==> config.mk <==
export PLATFORM = sky130hd
export DESIGN_NAME = throttle_soft_start_stop_sequencer_core_flat
export DESIGN_NICKNAME = d
export VERILOG_FILES = /design/src/tsss_pkg.sv /design/src/tsss_if.sv /design/src/throttle_soft_start_stop_sequencer_core.sv /design/src/flat_wrapper.sv
export SDC_FILE = /design/constraint.sdc
export NUM_CORES = 1
export LEC_CHECK = 0
export ABC_AREA = 1
export BUFFER_PORTS_ARGS = -buffer_cell sky130_fd_sc_hd__buf_2
export CAP_MARGIN = 20
export CELL_PAD_IN_SITES_DETAIL_PLACEMENT = 0
export CELL_PAD_IN_SITES_GLOBAL_PLACEMENT = 1
export CORE_MARGIN = 2
export CORE_UTILIZATION = 35
export DETAILED_ROUTE_END_ITERATION = 7
export PLACE_DENSITY = 0.77
export SYNTH_ARGS = -nofsm -noshare
export SYNTH_HDL_FRONTEND = slang
export SYNTH_SLANG_ARGS = --single-unit
export TNS_END_PERCENT = 20
==> constraint.sdc <==
create_clock -name clk -period 8.7 [get_ports clk]
set_input_delay 1.305 -clock clk [delete_from_list [all_inputs] [get_ports clk]]
set_output_delay 1.305 -clock clk [all_outputs]
set_load 0.01 [all_outputs]
==> src/tsss_pkg.sv <==
// ----------------------------------------------------------------------------
// tsss_pkg
// shared widths, command codes and config register indexes for the throttle
// soft start / stop sequencer
// ----------------------------------------------------------------------------
package tsss_pkg;

  localparam int LEVEL_W = 16;
  localparam int DELAY_W = 20;
  localparam int TIME_W  = 32;
  localparam int CMD_W   = 2;
  localparam int CFG_IDX_W  = 2;
  localparam int CFG_DATA_W = LEVEL_W;

  typedef logic [LEVEL_W-1:0] level_t;
  typedef logic [DELAY_W-1:0] delay_t;
  typedef logic [TIME_W-1:0]  stamp_t;

  typedef enum logic [CMD_W-1:0] {
    CMD_TICK  = 2'd0,
    CMD_START = 2'd1,
    CMD_STOP  = 2'd2,
    CMD_NONE  = 2'd3
  } cmd_t;

  typedef enum logic [CFG_IDX_W-1:0] {
    CFG_STARTUP_STEP  = 2'd0,
    CFG_VALVE_STEP    = 2'd1,
    CFG_SHUTOFF_LEVEL = 2'd2,
    CFG_UNUSED        = 2'd3
  } cfg_idx_t;

  localparam level_t STARTUP_STEP_RST  = LEVEL_W'(655);
  localparam level_t VALVE_STEP_RST    = LEVEL_W'(328);
  localparam level_t SHUTOFF_LEVEL_RST = LEVEL_W'(6554);

endpackage

==> src/tsss_if.sv <==
// ----------------------------------------------------------------------------
// tsss_in_if / tsss_out_if
// valid/ready channels for command items and throttle results
// ----------------------------------------------------------------------------
interface tsss_in_if;
  import tsss_pkg::*;

  logic   valid;
  logic   ready;
  logic [CMD_W-1:0] cmd;
  delay_t delay_ticks;
  level_t throttle_request;

  modport source (output valid, output cmd, output delay_ticks, output throttle_request,
                  input ready);
  modport sink   (input valid, input cmd, input delay_ticks, input throttle_request,
                  output ready);
endinterface

interface tsss_out_if;
  import tsss_pkg::*;

  logic   valid;
  logic   ready;
  level_t throttle_level;
  logic   is_firing;
  logic   is_starting;
  logic   is_stopping;

  modport source (output valid, output throttle_level, output is_firing, output is_starting,
                  output is_stopping, input ready);
  modport sink   (input valid, input throttle_level, input is_firing, input is_starting,
                  input is_stopping, output ready);
endinterface

==> src/throttle_soft_start_stop_sequencer_core.sv <==
// ----------------------------------------------------------------------------
// throttle_soft_start_stop_sequencer_core
// flow: the input register loads at the transfer; the state update and result
//   register load follow when the item advances, held while a result stalls
// throughput: one item per cycle unless output stalls; input register refills
//   while a result waits; state advances only when the result register is free
// reset: synchronous active-low rst_n clears valids, flags, throttle, tick
//   counter, stamps and waits, and loads the config register defaults
// ----------------------------------------------------------------------------
module throttle_soft_start_stop_sequencer_core (
  input  logic                             clk,
  input  logic                             rst_n,
  tsss_in_if.sink                          in_ch,
  tsss_out_if.source                       out_ch,
  input  logic                             cfg_we,
  input  logic [tsss_pkg::CFG_IDX_W-1:0]   cfg_index,
  input  logic [tsss_pkg::CFG_DATA_W-1:0]  cfg_data
);
  import tsss_pkg::*;

  // config
  level_t startup_step_r, valve_step_r, shutoff_level_r;

  // input register
  logic   in_valid_r;
  cmd_t   cmd_r;
  delay_t delay_r;
  level_t req_r;

  // state, also the result register
  logic   out_valid_r;
  level_t throttle_r, throttle_nxt;
  logic   firing_r, firing_nxt;
  logic   starting_r, starting_nxt;
  logic   stopping_r, stopping_nxt;
  stamp_t tick_count_r, tick_count_nxt;
  stamp_t start_stamp_r, start_stamp_nxt;
  delay_t start_wait_r, start_wait_nxt;
  stamp_t stop_stamp_r, stop_stamp_nxt;
  delay_t stop_wait_r, stop_wait_nxt;

  logic   advance;
  stamp_t now;
  stamp_t start_elapsed, stop_elapsed;
  logic   start_due, stop_due;
  logic [LEVEL_W:0] up_sum;
  level_t up_sat, down_sat, req_diff, follow_lvl;

  assign advance      = in_valid_r && (!out_valid_r || out_ch.ready);
  assign in_ch.ready  = !in_valid_r || advance;

  always_ff @(posedge clk) begin
    if (!rst_n) begin
      startup_step_r  <= STARTUP_STEP_RST;
      valve_step_r    <= VALVE_STEP_RST;
      shutoff_level_r <= SHUTOFF_LEVEL_RST;
    end else if (cfg_we) begin
      case (cfg_idx_t'(cfg_index))
        CFG_STARTUP_STEP:  startup_step_r  <= cfg_data;
        CFG_VALVE_STEP:    valve_step_r    <= cfg_data;
        CFG_SHUTOFF_LEVEL: shutoff_level_r <= cfg_data;
        default: ;
      endcase
    end
  end

  always_ff @(posedge clk) begin
    if (!rst_n) begin
      in_valid_r <= 1'b0;
    end else if (in_ch.ready) begin
      in_valid_r <= in_ch.valid;
    end
    if (in_ch.ready && in_ch.valid) begin
      cmd_r   <= cmd_t'(in_ch.cmd);
      delay_r <= in_ch.delay_ticks;
      req_r   <= in_ch.throttle_request;
    end
  end

  // tick datapath
  assign now           = tick_count_r + TIME_W'(1);
  assign start_elapsed = now - start_stamp_r;
  assign stop_elapsed  = now - stop_stamp_r;
  assign start_due     = start_elapsed > TIME_W'(start_wait_r);
  assign stop_due      = stop_elapsed > TIME_W'(stop_wait_r);
  assign up_sum        = {1'b0, throttle_r} + {1'b0, startup_step_r};
  assign up_sat        = up_sum[LEVEL_W] ? {LEVEL_W{1'b1}} : up_sum[LEVEL_W-1:0];
  assign down_sat      = (throttle_r > startup_step_r) ? throttle_r - startup_step_r
                                                       : '0;
  assign req_diff      = (req_r >= throttle_r) ? req_r - throttle_r : throttle_r - req_r;

  always_comb begin
    if (req_diff < valve_step_r) begin
      follow_lvl = req_r;
    end else if (req_r >= throttle_r) begin
      follow_lvl = throttle_r + valve_step_r;
    end else begin
      follow_lvl = throttle_r - valve_step_r;
    end
  end

  always_comb begin
    throttle_nxt    = throttle_r;
    firing_nxt      = firing_r;
    starting_nxt    = starting_r;
    stopping_nxt    = stopping_r;
    tick_count_nxt  = tick_count_r;
    start_stamp_nxt = start_stamp_r;
    start_wait_nxt  = start_wait_r;
    stop_stamp_nxt  = stop_stamp_r;
    stop_wait_nxt   = stop_wait_r;
    case (cmd_r)
      CMD_TICK: begin
        tick_count_nxt = now;
        if (starting_r && start_due) begin
          firing_nxt = 1'b1;
          if (throttle_r < req_r) begin
            throttle_nxt = up_sat;
          end else begin
            starting_nxt = 1'b0;
          end
        end else if (stopping_r && stop_due) begin
          if (throttle_r < shutoff_level_r) begin
            stopping_nxt = 1'b0;
            firing_nxt   = 1'b0;
          end else begin
            throttle_nxt = down_sat;
          end
        end else if (firing_r) begin
          throttle_nxt = follow_lvl;
        end
      end
      CMD_START: begin
        if (!starting_r && !firing_r) begin
          stopping_nxt    = 1'b0;
          starting_nxt    = 1'b1;
          throttle_nxt    = '0;
          start_wait_nxt  = delay_r;
          start_stamp_nxt = tick_count_r;
        end
      end
      CMD_STOP: begin
        if (starting_r || firing_r) begin
          starting_nxt   = 1'b0;
          stopping_nxt   = 1'b1;
          stop_wait_nxt  = delay_r;
          stop_stamp_nxt = tick_count_r;
        end
      end
      default: ;
    endcase
  end

  always_ff @(posedge clk) begin
    if (!rst_n) begin
      out_valid_r   <= 1'b0;
      throttle_r    <= '0;
      firing_r      <= 1'b0;
      starting_r    <= 1'b0;
      stopping_r    <= 1'b0;
      tick_count_r  <= '0;
      start_stamp_r <= '0;
      start_wait_r  <= '0;
      stop_stamp_r  <= '0;
      stop_wait_r   <= '0;
    end else begin
      if (advance) begin
        out_valid_r   <= 1'b1;
        throttle_r    <= throttle_nxt;
        firing_r      <= firing_nxt;
        starting_r    <= starting_nxt;
        stopping_r    <= stopping_nxt;
        tick_count_r  <= tick_count_nxt;
        start_stamp_r <= start_stamp_nxt;
        start_wait_r  <= start_wait_nxt;
        stop_stamp_r  <= stop_stamp_nxt;
        stop_wait_r   <= stop_wait_nxt;
      end else if (out_ch.ready) begin
        out_valid_r <= 1'b0;
      end
    end
  end

  assign out_ch.valid          = out_valid_r;
  assign out_ch.throttle_level = throttle_r;
  assign out_ch.is_firing      = firing_r;
  assign out_ch.is_starting    = starting_r;
  assign out_ch.is_stopping    = stopping_r;

  a_phase_exclusive: assert property (@(posedge clk) disable iff (!rst_n)
    !(starting_r && stopping_r))
    else $error("starting and stopping both set");

  a_state_hold: assert property (@(posedge clk) disable iff (!rst_n)
    !advance |=> $stable(throttle_r) && $stable(tick_count_r) && $stable(firing_r))
    else $error("state changed without an item");

  a_tick_count: assert property (@(posedge clk) disable iff (!rst_n)
    advance && cmd_r == CMD_TICK |=> tick_count_r == $past(tick_count_r) + TIME_W'(1))
    else $error("tick counter did not advance on tick");

  a_start_arm: assert property (@(posedge clk) disable iff (!rst_n)
    advance && cmd_r == CMD_START && !starting_r && !firing_r
    |=> starting_r && throttle_r == '0 && !stopping_r)
    else $error("start did not arm ramp-up");

  a_no_result_lost: assert property (@(posedge clk) disable iff (!rst_n)
    out_valid_r && !out_ch.ready |-> !advance)
    else $error("result overwritten while stalled");

endmodule
==> src/flat_wrapper.sv <==
// flat-port wrapper written by rule: the top's interface ports become plain ports
module throttle_soft_start_stop_sequencer_core_flat import tsss_pkg::*;
  (clk, rst_n, cfg_we, cfg_index, cfg_data, in_ch_valid, in_ch_cmd, in_ch_delay_ticks, in_ch_throttle_request, in_ch_ready, out_ch_valid, out_ch_throttle_level, out_ch_is_firing, out_ch_is_starting, out_ch_is_stopping, out_ch_ready);
  tsss_in_if in_ch_i ();
  tsss_out_if out_ch_i ();
  input  logic clk;
  input  logic rst_n;
  input  logic cfg_we;
  input  logic [tsss_pkg::CFG_IDX_W-1:0] cfg_index;
  input  logic [tsss_pkg::CFG_DATA_W-1:0] cfg_data;
  input wire logic [$bits(in_ch_i.valid)-1:0] in_ch_valid;
  input wire logic [$bits(in_ch_i.cmd)-1:0] in_ch_cmd;
  input wire logic [$bits(in_ch_i.delay_ticks)-1:0] in_ch_delay_ticks;
  input wire logic [$bits(in_ch_i.throttle_request)-1:0] in_ch_throttle_request;
  output wire logic [$bits(in_ch_i.ready)-1:0] in_ch_ready;
  output wire logic [$bits(out_ch_i.valid)-1:0] out_ch_valid;
  output wire logic [$bits(out_ch_i.throttle_level)-1:0] out_ch_throttle_level;
  output wire logic [$bits(out_ch_i.is_firing)-1:0] out_ch_is_firing;
  output wire logic [$bits(out_ch_i.is_starting)-1:0] out_ch_is_starting;
  output wire logic [$bits(out_ch_i.is_stopping)-1:0] out_ch_is_stopping;
  input wire logic [$bits(out_ch_i.ready)-1:0] out_ch_ready;
  assign in_ch_i.valid = in_ch_valid;
  assign in_ch_i.cmd = in_ch_cmd;
  assign in_ch_i.delay_ticks = in_ch_delay_ticks;
  assign in_ch_i.throttle_request = in_ch_throttle_request;
  assign in_ch_ready = in_ch_i.ready;
  assign out_ch_valid = out_ch_i.valid;
  assign out_ch_throttle_level = out_ch_i.throttle_level;
  assign out_ch_is_firing = out_ch_i.is_firing;
  assign out_ch_is_starting = out_ch_i.is_starting;
  assign out_ch_is_stopping = out_ch_i.is_stopping;
  assign out_ch_i.ready = out_ch_ready;
  throttle_soft_start_stop_sequencer_core u_core (.clk(clk), .rst_n(rst_n), .in_ch(in_ch_i), .out_ch(out_ch_i), .cfg_we(cfg_we), .cfg_index(cfg_index), .cfg_data(cfg_data));
endmodule
# Word level (Yosys, flattened, before mapping)
# Index checks and enable logic that the tools add are counted.
# totals
regBits,243
ramBits,0
word_cells,102
out_inout_bits,21
mem_count,0
latch_bits,0
input_bits,61
mem_bits_ro,0
# op_classes
n_lt_le_gt_ge,7
multipliers,0
reduce_logical,29
bitwise,0
eq_ne,14
div_mod_pow,0
mux,26
addsub,9
shift,0
# ops
cell,count
$mux 16,11
$gt 32x20->1,2
$sub 16x16->16,4
$sub 32x32->32,2
$lt 16x16->1,3
$add 32x1->32 const B,1
$pmux 16 s2,1
$add 16x16->17,1
$add 16x16->16,1
$ge 16x16->1,1
$gt 16x16->1,1
$mux 1,12
$reduce_and 6->1,2
$ne 2x1->1 const B,5
$reduce_and 2->1,4
$reduce_bool 2->1,4
$reduce_and 7->1,1
$pmux 1 s3,2
$reduce_and 3->1,2
$logic_and 1x1->1,5
$eq 2x1->1 const B,2
$eq 2x2->1 const B,2
$logic_not 1->1,4
$logic_not 2->1,2
other kinds (7),10

# Longest topological paths before layout
# Gate-level depths: netlist of run 1.
# logic_depth
word_depth,8
mapped_depth,38
ltp_nobuf,37

# Worst setup path before layout of run 1
# OpenSTA, ideal clock, no wires.
# synth_timing
kind,flip-flop to flip-flop
from,register u_core.tick_count_r[0]
to,register u_core.throttle_r[14] (netlist: u_core.out_ch.throttle_level[14])
slack_ns,3.988
period_less_slack_ns,4.712
path_buffers,1
stages_incl_launch_ff,36
t_arrival_ns,4.585
t_required_ns,8.573
setup_ns,0.127
cell_sequence,dfxtp_1 ha_1 nand4_1 nor2_1 inv_1 nor2_1 nand3_1 nor3_1 inv_1 nor3_1 xnor2_1 inv_1 ha_1 nand2_1 nor2_1 nand3_1 o21ai_0 xor2_1 ha_1 nand2_1 nor2_1 a211oi_1 nor2_1 a21oi_1 nand3_1 nor2_1 nand3_4 nand2_4 nand2_4 nand2_4 nand2_8 nand2_8 buf_6 nor2_1 nor2_1 nor2_2
# synth_between
elab_chain_len,7
elab_cells_between_ends,14
classes_between,3 x add/sub; 2 x order compare; 3 x eq/ne; 3 x mux; 3 x reduce/logical
# synth_lines
item,line,source
"start, declared",throttle_soft_start_stop_sequencer_core.sv:36,"stamp_t tick_count_r, tick_count_nxt;"
"start signal, assigned",throttle_soft_start_stop_sequencer_core.sv:173,tick_count_r <= tick_count_nxt;
$add 32x1->32 *,throttle_soft_start_stop_sequencer_core.sv:81,assign now = tick_count_r + TIME_W'(1);
via u_core.now[18],throttle_soft_start_stop_sequencer_core.sv:43,stamp_t now;
$sub 32x32->32,throttle_soft_start_stop_sequencer_core.sv:83,assign stop_elapsed = now - stop_stamp_r;
$gt 32x20->1,throttle_soft_start_stop_sequencer_core.sv:85,assign stop_due = stop_elapsed > TIME_W'(stop_wait_r);
$logic_and 1x1->1,throttle_soft_start_stop_sequencer_core.sv:122,end else if (stopping_r && stop_due) begin
$mux 16,throttle_soft_start_stop_sequencer_core.sv:122,
$mux 16,throttle_soft_start_stop_sequencer_core.sv:115,if (starting_r && start_due) begin
$pmux 16 s2,throttle_soft_start_stop_sequencer_core.sv:112,case (cmd_r)
"end signal, assigned",throttle_soft_start_stop_sequencer_core.sv:169,throttle_r <= throttle_nxt;
"end, declared",throttle_soft_start_stop_sequencer_core.sv:32,"level_t throttle_r, throttle_nxt;"
# Mark *: on every way through the listed nets, which the timed path passes. The rest lies on a longest branch.
# A chain may end at the register's enable or synchronous reset.

# Worst setup path in the final report of run 1
# layout_timing
from,register u_core.tick_count_r[0]
to,register u_core.throttle_r[6] (netlist: u_core.out_ch.throttle_level[6])
# Same word-level chain as after synthesis.

==> impl_metrics.env, run 1 <==
export IMPL_status="finished clean"
export IMPL_max_slew_margin_rel_pct=30.8
export IMPL_final_cells=3846
export IMPL_synth_edf_count=38
export IMPL_clk_latency_ns=0.59
export IMPL_drt_first_pass_iters=6
export IMPL_r2r_cells=34
export IMPL_crit_start="u_core.tick_count_r[0]$_SDFFE_PN0P_"
export IMPL_tns_ns=0
export IMPL_area_growth_pct=11.3
export IMPL_synthFlopType="dfxtp_1"
export IMPL_skew_ns=0.0259
export IMPL_portBuffers=81
export IMPL_vias=19339
export IMPL_ys_seq_area_share_pct=26.2
export IMPL_io_pins=82
export IMPL_worstSetupEndpointType="flop"
export IMPL_wire_per_inst_um=17.8
export IMPL_cpMostUsedCell="nor2_1"
export IMPL_async_flop_share_pct=0
export IMPL_fin_crit_ns=6.06
export IMPL_die_h_um=243
export IMPL_diodes=0
export IMPL_grt_max_degree=101
export IMPL_p_per_area_nw_per_um2=184
export IMPL_hold_path_class="reg -> reg"
export IMPL_post_cts_buffers=0
export IMPL_synthesis_area_um2=20000
export IMPL_row_count=87
export IMPL_gp_congestion=0.944
export IMPL_grt_usage_pct=22.5
export IMPL_cts_max_level=1
export IMPL_yosysWarnings=0
export IMPL_r2r_end="u_core.out_ch.throttle_level[6]$_SDFFE_PN0P_"
export IMPL_ir_worst_vdd_mv=0.125
export IMPL_post_route_drc_count=0
export IMPL_slew_viol_final=0
export IMPL_cts_path_max_buffers=3
export IMPL_grt_pass1_vias=18240
export IMPL_critPathMaxFanout=18
export IMPL_syn_num_nets=3304
export IMPL_grt_pass1_wl_um=104000
export IMPL_start_util_pct=35.5
export IMPL_detail_route_iter0_violations=1107
export IMPL_drive_gt1_share_pct=6.67
export IMPL_required_ns=9.18
export IMPL_ys_seq_elements=243
export IMPL_post_route_util_pct=39.5
export IMPL_routed_wl_um=68300
export IMPL_cts_hold_buf=0
export IMPL_crit_type="reg -> reg"
export IMPL_worstSetupEndpoint="u_core.out_ch.throttle_level[6]$_SDFFE_PN0P_"
export IMPL_r2r_slack_ns=2.64
export IMPL_cp_data_arrival_time_ns=6.53
export IMPL_drtAntennaViolNets=0
export IMPL_avgSynthCellArea_um2=6.63
export IMPL_setup_violations=0
export IMPL_tightest_slew_ns=1.03
export IMPL_dp_hpwl_um=54700
export IMPL_crit_path_top_delay_cell="dfxtp_1"
export IMPL_dpl_cell_count=3788
export IMPL_syn_instance_count=3023
export IMPL_r2r_start="u_core.tick_count_r[0]$_SDFFE_PN0P_"
export IMPL_start_kind="flop"
export IMPL_cts_tree="done"
export IMPL_finalHoldViolCount=0
export IMPL_die_width_um=243
export IMPL_cts_clk_slew_worst_paths_ns=0.06
export IMPL_routed_via_density=5.03
export IMPL_slowest_delay_ns=0.42
export IMPL_cts_root_buf="clkbuf_16"
export IMPL_antenna_found_initial=0
export IMPL_fp_coreArea_um2=56500
export IMPL_cts_num_sinks=243
export IMPL_overflow=0
export IMPL_fmax_ghz=0.165
export IMPL_layout_nets=3347
export IMPL_finalCritPeriodShare_pct=69.6
export IMPL_ctsResizeCount=0
export IMPL_cts_buffers=31
export IMPL_ys_types=56
export IMPL_leakagePower_uw=0.0110
export IMPL_rsz0062_at_grt="no"
export IMPL_maxCapViolCount=0
export IMPL_die_area_um2=59200
[logic make-up after synthesis]
logic type,synth area share (%)
AOI/OAI and AO/OA,18.2
xor gates and xnor gates,5.55
adders and majority gates,14.0
buffers and inverters,11.4
DFF,26.2
muxes,0.250
and+or+nand+nor,24.5
[metal layers]
layer / up-vias / track usage (%) / wire length [um]
met5: - / 0 / 0
met4: 0 / 7.16 / 2300
met3: 99 / 2.20 / 3100
met2: 455 / 37.8 / 31600
met1: 8867 / 30.2 / 31300
li1: 9918 / - / -
[per-stage QoR]
step / setup WS, ns / total power [uW] / hold slack (ns) / area (um^2)
after global placement: 2.68 / 2680 / 0.448 / 21200
after floorplan: 3.99 / 2280 / 0.433 / 20000
after CTS: 2.61 / 4120 / 0.463 / 22300
final: 2.64 / 4110 / 0.458 / 22300
after global routing: 2.05 / 4380 / 0.479 / 22300
after detailed placement: 2.64 / 2680 / 0.454 / 21200
[worst min-delay path by stage]
| stage | from | end | cells after the start |
|---|---|---|---|
| floorplan | u_core.shutoff_level_r[10]$_SDFFE_PN0P_ | u_core.shutoff_level_r[10]$_SDFFE_PN0P_ | 2 |
| global placement | u_core.stop_stamp_r[10]$_SDFFE_PN0P_ | u_core.stop_stamp_r[10]$_SDFFE_PN0P_ | 2 |
| detailed placement | u_core.stop_wait_r[3]$_SDFFE_PN0P_ | u_core.stop_wait_r[3]$_SDFFE_PN0P_ | 2 |
| CTS | u_core.stop_wait_r[3]$_SDFFE_PN0P_ | u_core.stop_wait_r[3]$_SDFFE_PN0P_ | 2 |
| global route | u_core.stop_wait_r[4]$_SDFFE_PN0P_ | u_core.stop_wait_r[4]$_SDFFE_PN0P_ | 2 |
| finish | u_core.stop_wait_r[13]$_SDFFE_PN0P_ | u_core.stop_wait_r[13]$_SDFFE_PN0P_ | 2 |
[flip-flops by register name (all words and copies together) (netlist names), 2 cells and up]
name / count
u_core.startup_step_r: 16
u_core.cmd_r: 2
u_core.stop_wait_r: 20
u_core.req_r: 16
u_core.valve_step_r: 16
u_core.start_stamp_r: 32
u_core.shutoff_level_r: 16
u_core.stop_stamp_r: 32
u_core.start_wait_r: 20
u_core.tick_count_r: 32
u_core.out_ch.throttle_level: 16
u_core.delay_r: 20
[critical path, delay by kind of cell (launching register included)]
kind,cells,cell delay (ns)
DFF,1,0.42
and+or+nand+nor,23,3.23
AOI/OAI and AO/OA,3,0.68
adders and majority gates,3,0.93
xor gates and xnor gates,2,0.39
buffers and inverters,3,0.31
[synth_stat cells (4+ instances only)]
| cell | count | area share (%) |
|---|---|---|
| nand4_1 | 39 | 1.2 |
| nand2_2 | 9 | 0.28 |
| nand2_4 | 4 | 0.22 |
| nand2_1 | 612 | 11 |
| a31oi_1 | 7 | 0.22 |
| mux2i_1 | 5 | 0.25 |
| o211ai_1 | 20 | 0.75 |
| nand3b_1 | 13 | 0.49 |
| ha_1 | 213 | 13 |
| nor4_1 | 7 | 0.22 |
| inv_1 | 509 | 9.5 |
| or2_2 | 4 | 0.12 |
| a21o_1 | 13 | 0.49 |
| clkinv_1 | 4 | 0.075 |
| buf_2 | 5 | 0.12 |
| clkbuf_1 | 76 | 1.4 |
| nand3_2 | 4 | 0.20 |
| a21oi_2 | 10 | 0.44 |
| o21bai_1 | 18 | 0.67 |
| o21a_1 | 4 | 0.15 |
| o221ai_1 | 4 | 0.17 |
| xnor2_1 | 26 | 1.1 |
| o21ai_0 | 251 | 6.3 |
| nor3_1 | 32 | 0.80 |
| xor2_1 | 101 | 4.4 |
| edfxtp_1 | 38 | 5.7 |
| a21oi_1 | 328 | 8.2 |
| dfxtp_1 | 205 | 20 |
| a211oi_1 | 6 | 0.22 |
| fa_1 | 7 | 0.70 |
| nor2_1 | 273 | 5.1 |
| nor2_2 | 8 | 0.25 |
| nand3_1 | 138 | 3.4 |
[where the power goes]
part           leakage, uW  internal, uW  switching [uW]  total (uW)
Combinational      0.00841           493             941        1430
Clock             0.000547           872             565        1440
Sequential         0.00204          1190            52.3        1240
Total               0.0110          2550            1560        4110
[final cells by class]
| class | count | area [um^2] |
|---|---|---|
| multi-input cells | 2180 | 12500 |
| clock inverters | 25 | 338 |
| repair buffers | 95 | 526 |
| clock buffers | 32 | 790 |
| fillers | 6088 | 34200 |
| well taps | 756 | 946 |
| flip-flops and latches | 243 | 5250 |
| inverters | 515 | 1930 |
[cell usage in the layout, fill, tap and decap left out, types with 5 or more instances in the layout]
| master | count |
|---|---|
| a31oi_1 | 7 |
| nand3b_1 | 13 |
| inv_1 | 508 |
| buf_2 | 80 |
| a21o_1 | 13 |
| xor2_1 | 101 |
| edfxtp_1 | 38 |
| nand2_1 | 612 |
| nor2_2 | 9 |
| nor3_1 | 30 |
| nand4_1 | 39 |
| bufinv_16 | 7 |
| nor4_1 | 7 |
| nand3_1 | 138 |
| a211oi_1 | 6 |
| ha_1 | 213 |
| clkinv_2 | 6 |
| clkbuf_16 | 31 |
| a21oi_1 | 328 |
| dfxtp_1 | 205 |
| a21oi_2 | 10 |
| o211ai_1 | 20 |
| nand2_2 | 9 |
| xnor2_1 | 26 |
| o21bai_1 | 18 |
| nor2_1 | 271 |
| buf_4 | 14 |
| mux2i_1 | 5 |
| o21ai_0 | 251 |
| fa_1 | 7 |
(Power assumes the default switching activity.)
==> inputs of run 2 (changes only) <==
==> constraint.sdc (replaced) <==
create_clock -name clk -period 6.1 [get_ports clk]
set_input_delay 0.915 -clock clk [delete_from_list [all_inputs] [get_ports clk]]
set_output_delay 0.915 -clock clk [all_outputs]
set_load 0.01 [all_outputs]
==> run 2 against run 1 <==
Against the previous run:
- hold slack gained 0.0030 ns
- utilization increased by 0.32 points
- clock skew is 0.0043 ns lower
- sequential share of layout area decreased by 0.19 points
- critical path depth rose by 2
- worst setup slack worse by 2.1 ns
- sequential power is 41% higher
- combinational power increased by 47%
- die area did not move
- largest cell class unchanged
==> impl_metrics.env, run 2 (synthesis gave the netlist of run 1 again) <==
export IMPL_grt_pass1_vias=18584
export IMPL_reg_top3="u_core.start_stamp_r: 32 flops, u_core.stop_stamp_r: 32 flops, u_core.tick_count_r: 32 flops"
export IMPL_finalHoldViolCount=0
export IMPL_fin_crit_ns=5.54
export IMPL_pwr_share_clk_pct=35.1
export IMPL_cts_max_level=2
export IMPL_r2r_slack_ns=0.56
export IMPL_die_h_um=243
export IMPL_wire_per_inst_um=17.9
export IMPL_pwr_share_comb_pct=35.4
export IMPL_start_kind="flop"
export IMPL_start_util_pct=35.5
export IMPL_vias=19338
export IMPL_rsz0062_at_grt="no"
export IMPL_min_delay_start="u_core.shutoff_level_r[5]$_SDFFE_PN0P_"
export IMPL_post_route_drc_count=0
export IMPL_clk_latency_ns=0.55
export IMPL_cpMostUsedCell="nor2_1"
export IMPL_cts_clk_slew_worst_paths_ns=0.06
export IMPL_max_slew_margin_rel_pct=33.2
export IMPL_fmax_ghz=0.180
export IMPL_use_met1_pct=29.5
export IMPL_crit_type="reg -> reg"
export IMPL_seqPwrFrac_pct=29.5
export IMPL_holdWs_ns=0.461
export IMPL_min_path_cells=2
export IMPL_tightest_slew_ns=1.00
export IMPL_die_width_um=243
export IMPL_slowest_delay_ns=0.41
export IMPL_internal_power_uw=3660
export IMPL_crit_path_top_delay_cell="dfxtp_1"
export IMPL_layout_nets=3369
export IMPL_cts_path_max_buffers=3
export IMPL_fp_coreArea_um2=56500
export IMPL_worstSetupEndpointType="flop"
export IMPL_ir_worst_vdd_mv=0.216
export IMPL_slew_viol_final=0
export IMPL_drt_first_pass_iters=5
export IMPL_detail_route_iter0_violations=1216
export IMPL_cts_root_buf="clkbuf_16"
export IMPL_grt_max_degree=92
export IMPL_drtAntennaViolNets=0
export IMPL_cts_tree="done"
export IMPL_r2r_cells=36
export IMPL_p_sw_share_pct=38.3
export IMPL_p_per_area_nw_per_um2=263
export IMPL_hold_end="u_core.shutoff_level_r[5]$_SDFFE_PN0P_"
export IMPL_use_met3_pct=2.48
export IMPL_maxCapViolCount=0
export IMPL_mostFrequentLayoutCells="nand2_1, inv_1, a21oi_1, nor2_1, o21ai_0"
export IMPL_portBuffers=81
export IMPL_cts_buffers=34
export IMPL_drive_gt1_share_pct=7.26
export IMPL_status="finished clean"
export IMPL_required_ns=6.58
export IMPL_skew_ns=0.0216
export IMPL_critPathMaxFanout=17
export IMPL_routed_wl_um=69300
export IMPL_final_common_cell="nand2_1"
export IMPL_diodes=0
export IMPL_tns_ns=0
export IMPL_gp_congestion=0.933
export IMPL_switching_power_uw=2270
export IMPL_finalCritPeriodShare_pct=90.8
export IMPL_overflow=0
export IMPL_grt_usage_pct=23.0
export IMPL_row_count=87
export IMPL_fill_cells=6126
export IMPL_dp_hpwl_um=55000
export IMPL_grt_pass1_wl_um=106000
export IMPL_die_area_um2=59200
export IMPL_top_usage_layer="met2"
export IMPL_area_growth_pct=12.2
export IMPL_design_area_um2=22500
export IMPL_r2r_start="u_core.tick_count_r[1]$_SDFFE_PN0P_"
export IMPL_routed_via_density=5.00
export IMPL_cp_data_arrival_time_ns=6.02
export IMPL_cts_hold_buf=0
export IMPL_grt_use_met2_pct=39.7
export IMPL_cts_num_sinks=243
export IMPL_leakagePower_uw=0.0111
export IMPL_placed_area_um2=21300
export IMPL_io_pins=82
export IMPL_setup_violations=0
export IMPL_r2r_end="u_core.out_ch.throttle_level[8]$_SDFFE_PN0P_"
export IMPL_antenna_found_initial=0
export IMPL_hold_path_class="reg -> reg"
[run 2: cell types whose count changed in the layout (fill, tap and decap cells not counted), moves of 3 or more]
cell | before | now
clkbuf_16 | 31 | 37
clkbuf_8 | 1 | 4
buf_4 | 14 | 34
clkinvlp_4 | 3 | 0
clkbuf_1 | 0 | 6
bufinv_16 | 7 | 2
[run 2: final cells by class]
type / count / area (um^2) / share of cell area (%)
clock buffer: 47 / 1000 / 4.46
clock inverter: 15 / 150 / 0.667
inverter: 515 / 1940 / 8.60
multi-input combinational: 2180 / 12600 / 55.8
sequential: 243 / 5250 / 23.3
tap: 756 / 946 / 4.20
timing repair buffer: 114 / 656 / 2.91
[run 2: critical path: cells and delay by family, from the launching register on]
family,cells,cell delay [ns]
adder cells (fa/ha/maj),3,0.89
AND/OR/NAND/NOR,22,2.56
buffers and inverters,6,0.57
XOR/XNOR,2,0.52
flip-flops,1,0.41
AO/OA/AOI/OAI,3,0.47
[run 2: worst max-delay path by stage]
stage / start / to / slack (ns)
after floorplan: u_core.tick_count_r[0]$_SDFFE_PN0P_ / u_core.out_ch.throttle_level[14]$_SDFFE_PN0P_ / 1.39
after global placement: u_core.tick_count_r[0]$_SDFFE_PN0P_ / u_core.out_ch.throttle_level[7]$_SDFFE_PN0P_ / 0.68
after detailed placement: u_core.tick_count_r[1]$_SDFFE_PN0P_ / u_core.out_ch.throttle_level[8]$_SDFFE_PN0P_ / 0.52
after CTS: u_core.tick_count_r[1]$_SDFFE_PN0P_ / u_core.out_ch.throttle_level[14]$_SDFFE_PN0P_ / 0.50
after global routing: u_core.tick_count_r[1]$_SDFFE_PN0P_ / u_core.out_ch.throttle_level[0]$_SDFFE_PN0P_ / 0.01
final: u_core.tick_count_r[1]$_SDFFE_PN0P_ / u_core.out_ch.throttle_level[8]$_SDFFE_PN0P_ / 0.56
[run 2: routing by layer]
metal	wire length [um]	share of wire [%]
met4	2540	3.7
met1	31000	45
met5	0	0
met3	2790	4.0
met2	33000	48
[run 2: timing repair]
| item | in CTS | in global routing |
|---|---|---|
| hold endpoints to repair | 0 | 0 |
| buffers inserted | 0 | 0 |
| endpoints found under the setup margin | 0 | 16 |
| resized for setup | 0 | 6 |
[run 2: power groups by stage]
| stage | Sequential, uW | Clock [uW] | Combinational (uW) |
|---|---|---|---|
| finish | 1750 | 2080 | 2100 |
| global route | 1750 | 2180 | 2370 |
| CTS | 1750 | 2130 | 2080 |
| detailed placement | 1780 | 0 | 2070 |
| global placement | 1780 | 0 | 2080 |
| floorplan | 1770 | 0 | 1480 |
[run 2: per-stage QoR]
step / power (uW) / setup WS, ns / std cells / utilization, %
global route: 6300 / 0.0112 / 3870 / 39.8
detailed placement: 3850 / 0.524 / 3808 / 37.7
floorplan: 3250 / 1.39 / 3023 / -
CTS: 5950 / 0.497 / 3870 / 39.8
global placement: 3860 / 0.684 / 3808 / 37.7
finish: 5920 / 0.560 / 3870 / 39.8
